## src/rtl/core/lftc_pkg.sv

```systemverilog
// Package for the line follow turn controller.
// Holds mode encoding, sequencer states and fixed constants; no dependencies.
package lftc_pkg;

    typedef enum logic [2:0] {
        MODE_TRACK   = 3'd0,
        MODE_ADVANCE = 3'd1,
        MODE_BLIND   = 3'd2,
        MODE_LEFT    = 3'd3,
        MODE_RIGHT   = 3'd4
    } mode_t;

    typedef enum logic [3:0] {
        ST_IDLE,
        ST_DIV,
        ST_MUL_P,
        ST_MUL_I,
        ST_MUL_D,
        ST_FINISH,
        ST_OUT
    } seq_state_t;

    typedef enum logic [2:0] {
        REG_PROP  = 3'd0,
        REG_INTEG = 3'd1,
        REG_DERIV = 3'd2,
        REG_BASE  = 3'd3,
        REG_MAX   = 3'd4,
        REG_BLIND = 3'd5,
        REG_LCOMP = 3'd6,
        REG_TURN  = 3'd7
    } reg_idx_t;

    localparam int MIN_DWELL_TICKS = 100;
    localparam int CONFIRM_TICKS   = 3;
    localparam int ADV_RUN_TICKS   = 80;
    localparam int TURN_ANGLE      = 5312;
    localparam int TURN_TOLERANCE  = 320;
    localparam int DEG180          = 11520;
    localparam int DEG360          = 23040;
    localparam int INTEG_LIMIT     = 25600;
    localparam int DRIVE_LIMIT     = 1023;

    // Signed weight of one line sensor.
    function automatic logic signed [3:0] line_weight(input logic [2:0] idx);
        case (idx)
            3'd0: line_weight = -4'sd7;
            3'd1: line_weight = -4'sd5;
            3'd2: line_weight = -4'sd3;
            3'd3: line_weight = -4'sd1;
            3'd4: line_weight = 4'sd1;
            3'd5: line_weight = 4'sd3;
            3'd6: line_weight = 4'sd5;
            default: line_weight = 4'sd7;
        endcase
    endfunction

endpackage

```

## src/rtl/core/line_follow_turn_controller.sv

```systemverilog
// Top level of the line follow turn controller: mode machine, track PID and turns.
// Depends on lftc_pkg.
//
// One request is one control tick: a line sensor byte and a yaw go in, one motor
// command comes out. A tick in track mode with a black sensor goes from ST_FINISH
// through a 13-step restoring divider that forms the line error, then one shared
// 18x26 multiplier forms the three PID products in turn before ST_OUT. A track
// tick with no black sensor skips the divider; other modes go from ST_FINISH
// straight to ST_OUT. The block takes no new request until the result has been
// taken, and is ready again in the cycle after that.
module line_follow_turn_controller (
    input  logic        aclk,
    input  logic        aresetn,
    input  logic        s_tvalid,
    output logic        s_tready,
    input  logic [23:0] s_tdata,   // [7:0] sensor_bits, [22:8] yaw_now, zero fill
    output logic        m_tvalid,
    input  logic        m_tready,
    output logic [23:0] m_tdata,   // [10:0] left_drive, [21:11] right_drive,
                                   // [22] drive_update, [23] zero fill
    output logic [2:0]  m_tuser,   // [2:0] mode_now
    input  logic        cfg_we,
    input  logic [2:0]  cfg_addr,
    input  logic [11:0] cfg_wdata
);

    // Configuration registers.
    logic [11:0] prop_gain_reg, integ_gain_reg, deriv_gain_reg;
    logic [9:0]  base_speed_reg, max_speed_reg, blind_speed_reg, turn_speed_reg;
    logic [7:0]  left_comp_reg;

    always_ff @(posedge aclk) begin
        if (!aresetn) begin
            prop_gain_reg   <= 12'd480;
            integ_gain_reg  <= 12'd0;
            deriv_gain_reg  <= 12'd80;
            base_speed_reg  <= 10'd400;
            max_speed_reg   <= 10'd800;
            blind_speed_reg <= 10'd280;
            left_comp_reg   <= 8'd20;
            turn_speed_reg  <= 10'd180;
        end else if (cfg_we) begin
            case (cfg_addr)
                lftc_pkg::REG_PROP:  prop_gain_reg   <= cfg_wdata;
                lftc_pkg::REG_INTEG: integ_gain_reg  <= cfg_wdata;
                lftc_pkg::REG_DERIV: deriv_gain_reg  <= cfg_wdata;
                lftc_pkg::REG_BASE:  base_speed_reg  <= cfg_wdata[9:0];
                lftc_pkg::REG_MAX:   max_speed_reg   <= cfg_wdata[9:0];
                lftc_pkg::REG_BLIND: blind_speed_reg <= cfg_wdata[9:0];
                lftc_pkg::REG_LCOMP: left_comp_reg   <= cfg_wdata[7:0];
                default:             turn_speed_reg  <= cfg_wdata[9:0];
            endcase
        end
    end

    // Controller state.
    lftc_pkg::seq_state_t state_reg, state_next;
    lftc_pkg::mode_t      mode_reg, mode_next;
    logic [7:0]  dwell_reg, dwell_next;
    logic [1:0]  confirm_reg, confirm_next;
    logic        pend_right_reg, pend_right_next;
    logic [6:0]  adv_cnt_reg, adv_cnt_next;
    logic signed [15:0] target_reg, target_next;
    logic signed [11:0] last_err_reg, last_err_next;
    logic signed [15:0] integ_reg, integ_next;

    // Working registers for one tick.
    logic [7:0]  bits_reg, bits_next;
    logic signed [14:0] yaw_reg, yaw_next;
    logic [4:0]  step_reg, step_next;
    logic [11:0] quo_reg, quo_next;     // magnitude of 256*sum/count
    logic [4:0]  rem_reg, rem_next;
    logic [12:0] dividend_reg, dividend_next;
    logic [3:0]  cnt_reg, cnt_next;
    logic        neg_reg, neg_next;
    logic signed [11:0] err_reg, err_next;
    logic signed [33:0] acc_reg, acc_next;
    logic signed [10:0] left_reg, left_next, right_reg, right_next;
    logic        upd_reg, upd_next;

    // Combinational helpers.
    logic [3:0]  black;
    logic signed [6:0] wsum;
    logic [5:0]  rem_try;
    logic signed [17:0] mul_a;
    logic signed [25:0] mul_b;
    logic signed [43:0] mul_p;
    logic signed [16:0] integ_sum;
    logic signed [16:0] yaw_s;
    logic signed [17:0] herr;
    logic signed [34:0] lim, acc_c;
    logic signed [34:0] u_full;
    logic signed [12:0] u;
    logic signed [13:0] ls, rs;
    logic signed [11:0] blind_l;

    always_comb begin
        black = '0;
        wsum  = '0;
        for (int i = 0; i < 8; i++) begin
            if (!bits_reg[i]) begin
                black = black + 4'd1;
                wsum  = wsum + 7'(lftc_pkg::line_weight(3'(i)));
            end
        end
    end

    // Shared multiplier.
    assign mul_p = mul_a * mul_b;

    always_comb begin
        state_next = state_reg;
        mode_next = mode_reg;
        dwell_next = dwell_reg;
        confirm_next = confirm_reg;
        pend_right_next = pend_right_reg;
        adv_cnt_next = adv_cnt_reg;
        target_next = target_reg;
        last_err_next = last_err_reg;
        integ_next = integ_reg;
        bits_next = bits_reg;
        yaw_next = yaw_reg;
        step_next = step_reg;
        quo_next = quo_reg;
        rem_next = rem_reg;
        dividend_next = dividend_reg;
        cnt_next = cnt_reg;
        neg_next = neg_reg;
        err_next = err_reg;
        acc_next = acc_reg;
        left_next = left_reg;
        right_next = right_reg;
        upd_next = upd_reg;
        mul_a = '0;
        mul_b = '0;
        rem_try = '0;
        integ_sum = '0;
        yaw_s = '0;
        herr = '0;
        lim = '0;
        acc_c = '0;
        u_full = '0;
        u = '0;
        ls = '0;
        rs = '0;
        blind_l = '0;
        s_tready = 1'b0;

        case (state_reg)
            lftc_pkg::ST_IDLE: begin
                s_tready = 1'b1;
                if (s_tvalid) begin
                    bits_next = s_tdata[7:0];
                    yaw_next = s_tdata[22:8];
                    state_next = lftc_pkg::ST_FINISH;
                end
            end
            lftc_pkg::ST_DIV: begin
                // One restoring divide step per cycle.
                rem_try = {rem_reg, dividend_reg[12]};
                dividend_next = {dividend_reg[11:0], 1'b0};
                if (rem_try >= {2'b00, cnt_reg}) begin
                    rem_next = 5'(rem_try - {2'b00, cnt_reg});
                    quo_next = {quo_reg[10:0], 1'b1};
                end else begin
                    rem_next = rem_try[4:0];
                    quo_next = {quo_reg[10:0], 1'b0};
                end
                step_next = step_reg + 5'd1;
                if (step_reg == 5'd12) begin
                    state_next = lftc_pkg::ST_MUL_P;
                end
            end
            lftc_pkg::ST_MUL_P: begin
                err_next = neg_reg ? -$signed(quo_reg) : $signed(quo_reg);
                integ_sum = 17'(integ_reg) + 17'(err_next);
                if (integ_sum > 17'sd25600) integ_next = 16'sd25600;
                else if (integ_sum < -17'sd25600) integ_next = -16'sd25600;
                else integ_next = integ_sum[15:0];
                mul_a = {6'b0, prop_gain_reg};
                mul_b = 26'(err_next);
                acc_next = 34'(mul_p);
                state_next = lftc_pkg::ST_MUL_I;
            end
            lftc_pkg::ST_MUL_I: begin
                mul_a = {6'b0, integ_gain_reg};
                mul_b = 26'(integ_reg);
                acc_next = acc_reg + 34'(mul_p);
                state_next = lftc_pkg::ST_MUL_D;
            end
            lftc_pkg::ST_MUL_D: begin
                mul_a = {6'b0, deriv_gain_reg};
                mul_b = 26'(err_reg) - 26'(last_err_reg);
                acc_next = acc_reg + 34'(mul_p);
                state_next = lftc_pkg::ST_OUT;
                step_next = 5'd1;
            end
            lftc_pkg::ST_FINISH: begin
                // Mode update for the new tick, then the per mode command.
                if (dwell_reg != 8'd255) dwell_next = dwell_reg + 8'd1;
                upd_next = 1'b1;
                left_next = '0;
                right_next = '0;
                case (mode_reg)
                    lftc_pkg::MODE_TRACK: begin
                        if (dwell_next < 8'(lftc_pkg::MIN_DWELL_TICKS)) begin
                            confirm_next = '0;
                        end else if (bits_reg[3:0] == 4'd0 && bits_reg[7:4] != 4'd0) begin
                            mode_next = lftc_pkg::MODE_ADVANCE;
                            pend_right_next = 1'b0;
                            adv_cnt_next = '0;
                            dwell_next = '0;
                            confirm_next = '0;
                        end else if (bits_reg[7:4] == 4'd0 && bits_reg[3:0] != 4'd0) begin
                            mode_next = lftc_pkg::MODE_ADVANCE;
                            pend_right_next = 1'b1;
                            adv_cnt_next = '0;
                            dwell_next = '0;
                            confirm_next = '0;
                        end else if (black == 4'd0) begin
                            if (confirm_reg != 2'd3) confirm_next = confirm_reg + 2'd1;
                            if (confirm_next >= 2'(lftc_pkg::CONFIRM_TICKS)) begin
                                mode_next = lftc_pkg::MODE_BLIND;
                                pend_right_next = 1'b0;
                                dwell_next = '0;
                                confirm_next = '0;
                            end
                        end else begin
                            confirm_next = '0;
                        end
                    end
                    lftc_pkg::MODE_BLIND: begin
                        if (dwell_next >= 8'(lftc_pkg::MIN_DWELL_TICKS) && black != 4'd0) begin
                            if (confirm_reg != 2'd3) confirm_next = confirm_reg + 2'd1;
                            if (confirm_next >= 2'(lftc_pkg::CONFIRM_TICKS)) begin
                                mode_next = lftc_pkg::MODE_TRACK;
                                last_err_next = '0;
                                integ_next = '0;
                                dwell_next = '0;
                                confirm_next = '0;
                            end
                        end else begin
                            confirm_next = '0;
                        end
                    end
                    default: ;
                endcase

                state_next = lftc_pkg::ST_OUT;
                step_next = 5'd0;
                case (mode_next)
                    lftc_pkg::MODE_TRACK: begin
                        // Start the divide of 256*|sum| by the black count.
                        cnt_next = black;
                        neg_next = wsum[6];
                        quo_next = '0;
                        rem_next = '0;
                        dividend_next = (black == 4'd0) ? 13'd0
                                        : {wsum[6] ? 5'(-wsum) : wsum[4:0], 8'd0};
                        step_next = 5'd0;
                        if (black == 4'd0) begin
                            neg_next = last_err_next[11];
                            quo_next = last_err_next[11] ? 12'(-last_err_next)
                                                         : 12'(last_err_next);
                            state_next = lftc_pkg::ST_MUL_P;
                        end else begin
                            state_next = lftc_pkg::ST_DIV;
                        end
                        // Keep the reset values for the PID when re-entering.
                    end
                    lftc_pkg::MODE_BLIND: begin
                        blind_l = -(12'(blind_speed_reg) + 12'(left_comp_reg));
                        left_next = (blind_l < -12'sd1023) ? -11'sd1023 : blind_l[10:0];
                        right_next = 11'(blind_speed_reg);
                    end
                    lftc_pkg::MODE_ADVANCE: begin
                        if (adv_cnt_next >= 7'(lftc_pkg::ADV_RUN_TICKS)) begin
                            mode_next = pend_right_next ? lftc_pkg::MODE_RIGHT
                                                        : lftc_pkg::MODE_LEFT;
                            target_next = pend_right_next
                                ? 16'(yaw_reg) - 16'(lftc_pkg::TURN_ANGLE)
                                : 16'(yaw_reg) + 16'(lftc_pkg::TURN_ANGLE);
                            dwell_next = '0;
                            confirm_next = '0;
                            upd_next = 1'b0;
                        end else begin
                            left_next = -$signed(11'(blind_speed_reg));
                            right_next = 11'(blind_speed_reg);
                            if (adv_cnt_next != 7'd127) adv_cnt_next = adv_cnt_next + 7'd1;
                        end
                    end
                    default: begin
                        // Heading error, wrapped into half a turn each way.
                        yaw_s = 17'(yaw_reg);
                        herr = 18'(target_reg) - 18'(yaw_s);
                        if (herr > 18'sd11520) herr = herr - 18'sd23040;
                        if (herr > 18'sd11520) herr = herr - 18'sd23040;
                        if (herr < -18'sd11520) herr = herr + 18'sd23040;
                        if (herr < -18'sd11520) herr = herr + 18'sd23040;
                        if (herr <= 18'(lftc_pkg::TURN_TOLERANCE)
                            && herr >= -18'(lftc_pkg::TURN_TOLERANCE)) begin
                            mode_next = lftc_pkg::MODE_BLIND;
                            pend_right_next = 1'b0;
                            dwell_next = '0;
                            confirm_next = '0;
                        end else if (mode_reg == lftc_pkg::MODE_LEFT) begin
                            left_next = -$signed(11'(turn_speed_reg));
                            right_next = -$signed(11'(turn_speed_reg));
                        end else begin
                            left_next = 11'(turn_speed_reg);
                            right_next = 11'(turn_speed_reg);
                        end
                    end
                endcase
            end
            default: begin
                // ST_OUT: step 1 ends a PID tick, then the result waits to be taken.
                if (step_reg == 5'd1) begin
                    lim = 35'($signed({1'b0, base_speed_reg})) <<< 12;
                    acc_c = 35'(acc_reg);
                    if (acc_c > lim) acc_c = lim;
                    if (acc_c < -lim) acc_c = -lim;
                    u_full = acc_c[34] ? -((-acc_c) >>> 12) : (acc_c >>> 12);
                    u = 13'(u_full);
                    ls = 14'($signed({1'b0, base_speed_reg})) - 14'(u);
                    rs = 14'($signed({1'b0, base_speed_reg})) + 14'(u);
                    if (ls < 0) ls = '0;
                    if (ls > 14'($signed({1'b0, max_speed_reg})))
                        ls = 14'($signed({1'b0, max_speed_reg}));
                    if (rs < 0) rs = '0;
                    if (rs > 14'($signed({1'b0, max_speed_reg})))
                        rs = 14'($signed({1'b0, max_speed_reg}));
                    left_next = -ls[10:0];
                    right_next = rs[10:0];
                    last_err_next = err_reg;
                    step_next = 5'd0;
                end else if (m_tready) begin
                    state_next = lftc_pkg::ST_IDLE;
                end
            end
        endcase
    end

    always_ff @(posedge aclk) begin
        if (!aresetn) begin
            state_reg <= lftc_pkg::ST_IDLE;
            mode_reg <= lftc_pkg::MODE_TRACK;
            dwell_reg <= '0;
            confirm_reg <= '0;
            pend_right_reg <= 1'b0;
            adv_cnt_reg <= '0;
            target_reg <= '0;
            last_err_reg <= '0;
            integ_reg <= '0;
            step_reg <= '0;
        end else begin
            state_reg <= state_next;
            mode_reg <= mode_next;
            dwell_reg <= dwell_next;
            confirm_reg <= confirm_next;
            pend_right_reg <= pend_right_next;
            adv_cnt_reg <= adv_cnt_next;
            target_reg <= target_next;
            last_err_reg <= last_err_next;
            integ_reg <= integ_next;
            step_reg <= step_next;
        end
    end

    // Datapath registers.
    always_ff @(posedge aclk) begin
        bits_reg <= bits_next;
        yaw_reg <= yaw_next;
        quo_reg <= quo_next;
        rem_reg <= rem_next;
        dividend_reg <= dividend_next;
        cnt_reg <= cnt_next;
        neg_reg <= neg_next;
        err_reg <= err_next;
        acc_reg <= acc_next;
        left_reg <= left_next;
        right_reg <= right_next;
        upd_reg <= upd_next;
    end

    assign m_tvalid = (state_reg == lftc_pkg::ST_OUT) && (step_reg == 5'd0);
    assign m_tdata = {1'b0, upd_reg, right_reg, left_reg};
    assign m_tuser = mode_reg;

    // Checks.
    a_no_accept_busy: assert property (@(posedge aclk) disable iff (!aresetn)
        (state_reg != lftc_pkg::ST_IDLE) |-> !s_tready)
        else $error("request accepted while busy");
    a_integ_bound: assert property (@(posedge aclk) disable iff (!aresetn)
        (integ_reg <= 16'sd25600) && (integ_reg >= -16'sd25600))
        else $error("integral out of bound");
    a_confirm_low: assert property (@(posedge aclk) disable iff (!aresetn)
        (confirm_reg != 2'd3))
        else $error("confirm count left at limit");
    a_accept_leads_work: assert property (@(posedge aclk) disable iff (!aresetn)
        (s_tvalid && s_tready) |=> (state_reg == lftc_pkg::ST_FINISH))
        else $error("accepted request not started");
    a_track_noupd: assert property (@(posedge aclk) disable iff (!aresetn)
        (m_tvalid && !upd_reg) |-> (left_reg == 11'sd0 && right_reg == 11'sd0))
        else $error("idle command not zero");

endmodule

```

## config.mk

```make
export PLATFORM = sky130hd
export DESIGN_NAME = line_follow_turn_controller
export DESIGN_NICKNAME = d
export VERILOG_FILES = /design/src/rtl/core/lftc_pkg.sv /design/src/rtl/core/line_follow_turn_controller.sv
export SDC_FILE = /design/constraint.sdc
export NUM_CORES = 2
export LEC_CHECK = 0
export BUFFER_PORTS_ARGS = -buffer_cell sky130_fd_sc_hd__buf_2
export CAP_MARGIN = 20
export CORE_MARGIN = 1.5
export CORE_UTILIZATION = 60
export DETAILED_ROUTE_END_ITERATION = 8
export PLACE_DENSITY = 0.78
export SYNTH_ARGS = -nofsm -noshare
export SYNTH_HDL_FRONTEND = slang
export SYNTH_SLANG_ARGS = --single-unit
```

## constraint.sdc

```tcl
create_clock -name aclk -period 14.2 [get_ports aclk]
set_clock_uncertainty 0.2 [all_clocks]
set_input_delay 0.71 -clock aclk [delete_from_list [all_inputs] [get_ports aclk]]
set_output_delay 0.71 -clock aclk [all_outputs]
set_load 0.02 [all_outputs]
```

==> summary.txt <==
Run status
  • Status: completed

Synth
  • Netlist Area Pre-Place: 0.0305 mm2
  • Mapped Cells: 3781
  • Post-synth EDFFs: about 120
  • Multiplexer area fraction after synthesis: 0.0209
  • Largest family of logic cells by synthesized area: adder cells
  • Largest area contributor in the netlist: fa_1
  • Register area share after synthesis: 0.220
  • Simple-Gate Fraction of Synth Area: 0.186
  • Post-synth top area share: 0.128
  • Synth Area in Compound Gates: 0.196
  • Syn nets: 4308
  • Warning count from the yosys run: 0
  • Yosys reg bits: roughly 280
  • Synth async-reset ratio: 0
  • Distinct cells, synth: 100
  • Adder-cell area share of the yosys netlist: 0.247
  • Synth area leaders: fa_1, ha_1, edfxtp_1, dfxtp_1, nand2_1
  • Synth Area in XOR/XNOR: 0.0620
  • Top_reg_cell synth: dfxtp_1
  • Mapped Avg Cell Area: 8.07 um2

STA
  • Final setup vio count: 0
  • Hold Violations, Final: 0
  • WHS: 0.0796 ns
  • Pins Over Slew Limit: 0
  • F_max: approximately 80 MHz
  • Slew margin rel.: 0.267
  • Setup TNS: 0 ns
  • Worst slew pin tran: 1.10 ns
  • Period utilization: 0.861
  • Fin crit period: 12.23 ns
  • RSZ-0062 raised after global routing: false

Clocking
  • Post-CTS setup buffer count: 0
  • TritonCTS buffer count: 31
  • Worst-skew pair later-pin latency: 0.60 ns
  • H-tree levels: 1
  • CTS tree: built
  • Clock net sink count: 276
  • Max clock buf depth: 3
  • Hold Buf Count CTS: 0
  • Cts repair resizes: 0
  • Clock Root Buffer: clkbuf_16
  • Clock transition at the registers of the reported paths: 0.06 ns

Worst hold path
  • WHS Endpoint: bits_reg[7]
  • Hold_sp: s_tdata[7]
  • WHS Path Cells: 1
  • Worst hold path class: in -> reg

Setup path
  • Crit path largest cell delay: 0.57 ns
  • CP most frequent cell: nor2_1
  • Critical path type: reg -> reg
  • RR Startpoint: base_speed_reg[1]
  • CP Launch Type: register
  • FF-to-FF End: left_reg[10]
  • Path depth of the worst reg2reg path: between 50 and 60
  • WP data required: 14.34 ns
  • CP Max Fanout: 18
  • Crit-path slowest cell: a21o_1
  • Flop-to-flop setup slack: approximately 2.0 ns
  • CP endpoint kind: register
  • Crit path DAT: around 12 ns

Pwr
  • Peak supply drop: 157 uV
  • Cell area power density: 201 mW/mm2
  • Lkg Pwr: 13.9 nW

Route
  • Via count: ~27000
  • DR WL/cell: 17.0 um
  • Residual DRC count: 0
  • DRT Pass-1 Iters: 6
  • DR iter-0 viols: 1995
  • Vias per inst: 5.96
  • DRT antenna net count: 0
  • Routed wire length: 76.1 mm

Placed design
  • Placed insts: 4417
  • HPWL after DPL: 58.2 mm
  • Placer Congestion: 0.925
  • Count of buffers from port buffering: 70

Finish
  • Area of the multi-input gates: 0.0218 mm2
  • Reg area: 0.00672 mm2
  • Layout fillers: 4237
  • Nets: 4310
  • Share of layout cells above drive strength 1: 0.0638
  • Final core occ: 0.650
  • Layout area overhead: 6.80%
  • Post-Layout Cell Count: 4481
  • Largest register FFs: 34

Global route
  • Vias in the first global route: approximately 26000
  • Gr usage total: 0.290
  • Remaining global-route overflow: 0
  • Pin count of the biggest net entering global routing: 100
  • Initial antenna violation count: 3
  • Wire length of the first global-routing pass: around 130 mm

Floorplanning
  • Die footprint: 0.0522 mm2
  • Core Region: 0.0502 mm2
  • Die Wd: 229 um
  • Num ports: 73
  • Std cell rows: 82
  • Die height: 229 um
  • Starting Density: 0.608

Flow run
  • Max Cap Viol: 0
cells in the final DEF, fill, tap and decap left out, types with 10 or more instances in the layout:
| master | instances |
|---|---|
| nand2_1 | 476 |
| inv_1 | 402 |
| edfxtp_1 | 119 |
| clkbuf_16 | 37 |
| a31oi_1 | 46 |
| nor4_1 | 22 |
| nor3_1 | 78 |
| o21ai_0 | 137 |
| a22oi_1 | 51 |
| ha_1 | 288 |
| nand2b_1 | 45 |
| o211ai_1 | 30 |
| a21boi_0 | 14 |
| mux2i_1 | 37 |
| or2_2 | 17 |
| a21o_1 | 48 |
| buf_4 | 34 |
| and2_1 | 33 |
| a211oi_1 | 19 |
| nor2b_1 | 37 |
| o31ai_1 | 31 |
| and3_1 | 13 |
| nand3_1 | 73 |
| fa_1 | 195 |
| o21ai_1 | 21 |
| nor2_1 | 388 |
| buf_2 | 71 |
| dfxtp_1 | 156 |
| or3_1 | 18 |
| o21a_1 | 36 |
| mux2_2 | 21 |
| or4_1 | 10 |
| o22ai_1 | 16 |
| nor3b_1 | 10 |
| a21oi_1 | 319 |
| o21bai_1 | 36 |
| xor2_1 | 62 |
| xnor2_1 | 154 |
| nand4_1 | 22 |
worst max-delay path: cells and delay by family, from the launching register on:
family          cells  cell delay [ns]
xor+xnor            2             0.37
buf+inv             2             0.30
compound gates     28             5.84
flops               1             0.45
mux                 1             0.18
fa+ha+maj           6             1.98
simple gates       18             2.63
worst max path at each step:
stage	from	endpoint	slack, ns	depth (start not counted)
2_1_floorplan	base_speed_reg[1]	left_reg[6]	2.98	62
3_3_place_gp	last_err_reg[1]	acc_reg[33]	2.26	52
3_5_place_dp	last_err_reg[1]	acc_reg[33]	2.17	52
4_1_cts	last_err_reg[1]	acc_reg[33]	2.09	52
5_1_grt	base_speed_reg[1]	left_reg[10]	0.84	58
6_report	base_speed_reg[1]	left_reg[10]	1.97	57
power by group:
part / leakage [nW] / switching [mW] / internal, mW / total [mW]
Sequential: 2.38 / 0.152 / 1.10 / 1.26
Combinational: 11.0 / 2.70 / 1.72 / 4.42
Clock: 0.557 / 0.368 / 0.501 / 0.869
Total: 13.9 / 3.22 / 3.33 / 6.54
layer usage:
layer	up-vias	global-route usage	wire length, um	part of all wire
met5	-	0	25	0.00033
met4	4	0.0681	1650	0.022
met3	127	0.0415	5050	0.066
met2	876	0.494	36100	0.48
met1	12600	0.389	33200	0.44
li1	13100	-	-	-
area by class of cell:
type / count / area share
multi-input cells: 2961 / 0.668
inverters: 406 / 0.0468
clock buffers: 45 / 0.0312
flip-flops and latches: 276 / 0.206
diodes: 1 / 0.0000768
repair buffers: 107 / 0.0194
well taps: 672 / 0.0258
clock inverters: 13 / 0.00284
metrics by stage:
| step | power (mW) | cell area (um2) | setup WS [ns] |
|---|---|---|---|
| after CTS | 6.49 | 32600 | 2.09 |
| after global placement | 5.49 | 31400 | 2.26 |
| final | 6.54 | 32600 | 1.97 |
| after global routing | 7.11 | 32600 | 0.842 |
| after detailed placement | 5.59 | 31400 | 2.17 |
| after floorplan | 4.62 | 30500 | 2.98 |
synth_stat cells (all sizes together) (62+ instances only):
cell type	n
a21oi	320
clkbuf	129
dfxtp	157
edfxtp	119
fa	195
ha	288
inv	405
nand2	477
nand3	73
nor2	389
nor3	78
o21ai	163
xnor2	154
xor2	62
logic make-up after synthesis:
| logic type | Yosys count |
|---|---|
| mux | 60 |
| xor+xnor | 216 |
| flops | 276 |
| simple gates | 1270 |
| compound gates | 928 |
| other cells | 1 |
| buf+inv | 544 |
| fa+ha+maj | 486 |
No activity file was read; power rests on OpenSTA's default activity.
